$ cat src/rtl/core/lobi_pkg.sv
// Shared types and constants for the order book insert core.
`default_nettype none
package lobi_pkg;
  localparam int LEVEL_COUNT = 256;
  localparam int ORDER_COUNT = 4096;
  localparam int LVL_W = $clog2(LEVEL_COUNT);
  localparam int ORD_W = $clog2(ORDER_COUNT);
  localparam int LNK_W = ORD_W + 1;
  localparam int VOL_W = 48;
  localparam int LVL_RW = 2 * LNK_W + VOL_W + 32;
  localparam logic [LNK_W-1:0] NIL_LINK = LNK_W'(ORDER_COUNT);
  localparam logic [VOL_W-1:0] VOL_MAX = '1;

  typedef enum logic [1:0] {
    ST_ADDED      = 2'd0,
    ST_LEVEL_FULL = 2'd1,
    ST_STORE_FULL = 2'd2
  } add_status_t;

  typedef struct packed {
    logic        order_side;
    logic [31:0] order_price;
    logic [31:0] order_quantity;
  } in_item_t;

  typedef struct packed {
    logic [1:0]  add_status;
    logic [7:0]  level_slot;
    logic [11:0] order_slot;
    logic [47:0] level_total;
    logic [31:0] best_bid_price;
    logic        best_bid_valid;
    logic [31:0] best_ask_price;
    logic        best_ask_valid;
  } out_item_t;

  // Classified request handed from front to back.
  typedef struct packed {
    logic              side;
    logic [31:0]       price;
    logic [31:0]       quantity;
    logic [LVL_W-1:0]  start;
  } work_t;

  typedef enum logic [3:0] {
    BK_IDLE, BK_PROBE_RD, BK_PROBE_CHK, BK_SCAN_CHK, BK_LINK,
    BK_BEST_RD, BK_BEST_CHK, BK_DONE
  } bk_state_t;
endpackage
`default_nettype wire

$ cat src/rtl/core/lobi_front.sv
// Front end: accept requests, compute hash start index, feed a two-entry queue.
`default_nettype none
module lobi_front (
  input  wire                      clk,
  input  wire                      rst,
  input  wire                      in_valid,
  output logic                     in_ready,
  input  lobi_pkg::in_item_t       in_data,
  output logic                     wk_valid,
  input  wire                      wk_ready,
  output lobi_pkg::work_t          wk_data
);
  import lobi_pkg::*;
  work_t q [2];
  logic [1:0] count;
  logic rd_ptr, wr_ptr;
  logic [31:0] mag;
  work_t nw;
  logic push, pop;

  always_comb begin
    mag = in_data.order_price[31] ? (32'd0 - in_data.order_price) : in_data.order_price;
    nw.side = in_data.order_side;
    nw.price = in_data.order_price;
    nw.quantity = in_data.order_quantity;
    nw.start = mag[LVL_W-1:0];
  end

  assign in_ready = (count != 2'd2);
  assign wk_valid = (count != 2'd0);
  assign wk_data = q[rd_ptr];
  assign push = in_valid && in_ready;
  assign pop = wk_valid && wk_ready;

  always_ff @(posedge clk) begin
    if (push) q[wr_ptr] <= nw;
    if (rst) begin
      count <= '0;
      rd_ptr <= 1'b0;
      wr_ptr <= 1'b0;
    end else begin
      if (push) wr_ptr <= ~wr_ptr;
      if (pop) rd_ptr <= ~rd_ptr;
      count <= count + {1'b0, push} - {1'b0, pop};
    end
  end
endmodule
`default_nettype wire

$ cat config.mk
export PLATFORM = sky130hd
export DESIGN_NAME = lobi_front
export DESIGN_NICKNAME = d
export VERILOG_FILES = /design/src/rtl/core/lobi_pkg.sv /design/src/rtl/core/lobi_front.sv
export SDC_FILE = /design/constraint.sdc
export NUM_CORES = 1
export LEC_CHECK = 0
export ABC_AREA = 1
export BUFFER_PORTS_ARGS = -buffer_cell sky130_fd_sc_hd__clkbuf_2
export CORE_MARGIN = 2
export CORE_UTILIZATION = 28
export DETAILED_ROUTE_END_ITERATION = 8
export SLEW_MARGIN = 5
export SYNTH_ARGS = -nofsm -noshare
export SYNTH_HDL_FRONTEND = slang
export SYNTH_SLANG_ARGS = --single-unit
$ cat constraint.sdc
create_clock -name clk -period 8.8 [get_ports clk]
set_input_delay 0.88 -clock clk [delete_from_list [all_inputs] [get_ports clk]]
set_output_delay 0.88 -clock clk [all_outputs]
set_load 0.005 [all_outputs]
* After elaboration in Yosys (flattened, before gate mapping)
Memories as Yosys holds them, arrays and structs flattened. A register that Yosys moved wholly into a read port is not among the register bits.
Index checks and enable logic that the tools add are counted.
** Word-level totals
- Register bits after elaboration :: 4
- RAM bits :: 146
- Memories kept :: 1
** Operators by class
- Add/subtract/negate cells :: 3
- Eq/ne operators :: 1
- Mux-type cells :: 5
- Bitwise logic cells :: 2
- Reduce and logical (&&, ||, !) cells :: 3
** Memory list
- q :: words 2, width 73, read ports 1, clocked after Yosys merged registers in 1, wr ports 1, RTL line lobi_front.sv:14 : work_t q [2];
** Operator list (number)
- 8-bit two-way mux :: 1
- 1-bit by 8-bit subtractor with 8-bit output, first input constant :: 1
- 1-bit two-way mux :: 4
- 2-bit by 1-bit adder with 2-bit output :: 1
- 1-bit logical AND :: 2
- 2-bit inequality test, second input constant :: 1
- 1-bit inverter :: 2
- 2-bit nonzero test :: 1
- 2-bit by 1-bit subtractor with 2-bit output :: 1

* Depth between registers and ports, before layout
- Depth after elaboration :: 4
- Mapped depth :: 11

* Worst setup path before layout
No wires, ideal clock.
- Path kind :: input -> register
- Start :: in in_valid
- End :: mem q[0][10] (netlist name) (enable)
- Setup time :: 502 ps
- Arrival :: 3981 ps
- Data required time :: 8298 ps
- Setup slack :: 4316 ps
- Stages :: 2
- Buffers on the path :: 0
- Cell sequence :: nand2_1 > nor2_1
** Between the ends
- Word-level cells in the longest chain between the ends :: 3
** RTL lines
- from (decl) :: RTL line lobi_front.sv:6 : input wire in_valid,
- 1-bit logical AND :: RTL line lobi_front.sv:32 : assign push = in_valid && in_ready;
- 1-bit two-way mux :: RTL line lobi_front.sv:36 : if (push) q[wr_ptr] <= nw;
- 1-bit two-way mux (not written as such) :: RTL line lobi_front.sv:36
- to (decl) :: RTL line lobi_front.sv:14
Every way passes these cells.

==> results by group <==
Run status
  • Outcome: completed

Setup path
  • Crit-path max FO: 44
  • Worst r2r path cells: 5
  • Critical path class: reg2out
  • Worst r2r src: count[0]
  • Setup crit start kind: flop
  • Worst R2R End: q[1][24]
  • Crit path DAT: 2420 ps
  • Crit path required time: 7920 ps
  • R2R Setup Slk: 6350 ps
  • CP endpoint kind: output port

Floorplan
  • Die ar.: 0.0225 mm^2
  • Die Span X: 150 um
  • # rows: 53
  • Initial Util: 28.4%
  • Die Ht: 150 um
  • Core box area: 0.0210 mm^2
  • Ports: 144

Timing
  • Setup_tns: 0 ps
  • Max Slew Vio Count: 0
  • Skew final: 8.40 ps
  • Hold_ws: 519 ps
  • Final period utilization: 37.5%
  • Endpoints failing hold: 0
  • RSZ-0062 raised after global routing: false
  • Fmax: 303 MHz
  • Final setup fails: 0
  • Fin worst setup slack: 5500 ps
  • Least-Margin Pin Slew: 856 ps
  • Relative slew slack: 42.8%
  • Fin crit period: 3300 ps

Clock network
  • Post-CTS Resized: 0
  • Clk slew on worst S/H paths: 60 ps
  • Skew-Pair Late Insertion Delay: 420 ps
  • Max Root-Sink Buffers: 2
  • CTS tree: built
  • Root Driver: clkbuf_16
  • Setup Buffers After CTS: 0
  • TritonCTS Sinks: 149
  • Total CTS buffers: 17
  • Hold buffers post-CTS: 0
  • H-tree levels: 4

Final layout
  • Final core occ: 35.8%
  • Share of layout cells above drive strength 1: 54.2%
  • Synthesis-to-layout area growth: 25.9%
  • Commonest non-fill, non-tap cell in the layout: edfxtp_1
  • Sequential cell area: 0.00443 mm^2
  • Area of the multi-input gates: 0.00136 mm^2
  • Final net count: 526
  • Inserted Diodes: 0
  • Number of filler cells placed in the layout: 1964
  • Commonest cells after routing, fill and taps aside: edfxtp_1, clkbuf_2, mux2_4

Logic synthesis
  • Mapped Area: 0.00598 mm^2
  • Syn avg cell area: 20.0 um^2
  • Synth Register Bits: 149
  • Mapped Nets: 371
  • Gate Count Post-Synth: 299
  • Yosys warnings: 0
  • Post-synthesis sequential area ratio: 74.0%
  • Post-synthesis cell type count: 19

Drt
  • Vias per cell: 4.10
  • DR WL/cell: 15.1 um
  • First drt pass iteration count: 4
  • Vias: 3044
  • DR iter-0 viols: 158
  • Final WL: 11200 um
  • Residual DRC count: 0
  • DRT antenna net count: 0

Placement
  • Gp weighted congestion: 0.697
  • HPWL Detailed: 7750 um
  • Pre-CTS WS: 5840 ps
  • Buffers added on ports: 143

Pwr
  • Leakage: 2.99 nW
  • Max VDD drop: 0.133 mV
  • Tot Pwr: 0.00217 W
  • Power per cell area: 288 mW/mm^2

Flow run
  • Max cap viols: 0

Global route
  • Total congestion overflow: 0
  • Global Route Usage Sum: 10.1%
  • Initial antenna violation count: 0
  • Maximum number of pins on one net before global-route repair: 45
  • First-pass GRT wire length: 16700 um
  • Vias in the first global route: 3139

Hold path
  • Worst min path class: reg2reg
  • Hold path start: rd_ptr
  • WHS Endpoint: rd_ptr
  • Worst Hold Depth: 2
## metrics by stage
step	cells	area (um^2)
after floorplan	299	5980
after global placement	710	6920
after detailed placement	710	6920
after CTS	742	7530
after global routing	742	7530
final	742	7530
## per-layer routing
layer  share of wire, %  global-route usage [%]
met5                  0                       0
met4                1.5                    3.54
met2                 49                    16.8
met1                 43                    12.0
met3                7.1                    3.79
## power by group
part | total [W] | switching, W | internal (W) | leakage, nW
sequential | 0.000950 | 0.0000468 | 0.000903 | 1.39
combinational | 0.000488 | 0.000222 | 0.000266 | 1.32
clock | 0.000727 | 0.000282 | 0.000445 | 0.287
total | 0.00217 | 0.000552 | 0.00161 | 2.99
## cell type report
cell class / instances / area share, %
Sequential cell: 149 / 58.8
Tap cell: 275 / 4.57
Timing Repair Buffer: 146 / 9.81
Inverter: 13 / 0.648
Multi-Input combinational cell: 127 / 18.0
Clock buffer: 20 / 6.20
Clock inverter: 12 / 1.93
## flip-flops by register name, indices dropped and copies added, names as in the netlist, named ones only
| name | flops |
|---|---|
| count | 2 |
| q | 144 |
| rd_ptr | 1 |
| wr_ptr | 1 |
## cell families (layout without fill, tap and decap cells)
kind of cell,after synthesis,after routing,synth area share [%]
muxes,72,72,18.0
adders and majority gates,3,3,0.628
buffers and inverters,23,191,3.56
xor gates and xnor gates,3,3,0.440
and+or+nand+nor,44,44,2.97
AOI/OAI and AO/OA,5,5,0.460
DFF,149,149,74.0
## critical path, stage by stage (launching register included)
cell and delay, ps:
dfxtp_4 690, buf_4 720, mux2_2 410, clkbuf_2 110
## worst max path at each step
stage	startpoint	end	slack (ps)	cells past startpoint
final	flop	wk_data[72]	5500	3
after global routing	flop	wk_data[72]	5330	3
after CTS	flop	wk_data[72]	5410	3
after detailed placement	in_valid	q[1][12]	5840	4
after global placement	in_valid	q[0][15]	5890	4
after floorplan	in_valid	q[0][10]	4320	2
## synth_stat cells (all sizes together)
library cell / n / area, um^2
xor2: 1 / 8.76
xnor2: 2 / 17.5
o21ai: 2 / 10.0
mux2: 72 / 1070
ha: 3 / 37.5
nor2: 13 / 48.8
inv: 13 / 48.8
o21a: 1 / 7.51
buf: 10 / 164
a21oi: 2 / 10.0
nand3b: 2 / 15.0
dfxtp: 5 / 100
nand2: 25 / 93.8
edfxtp: 144 / 4320
nand3: 4 / 20.0
No activity file was read; power rests on OpenSTA's default activity.
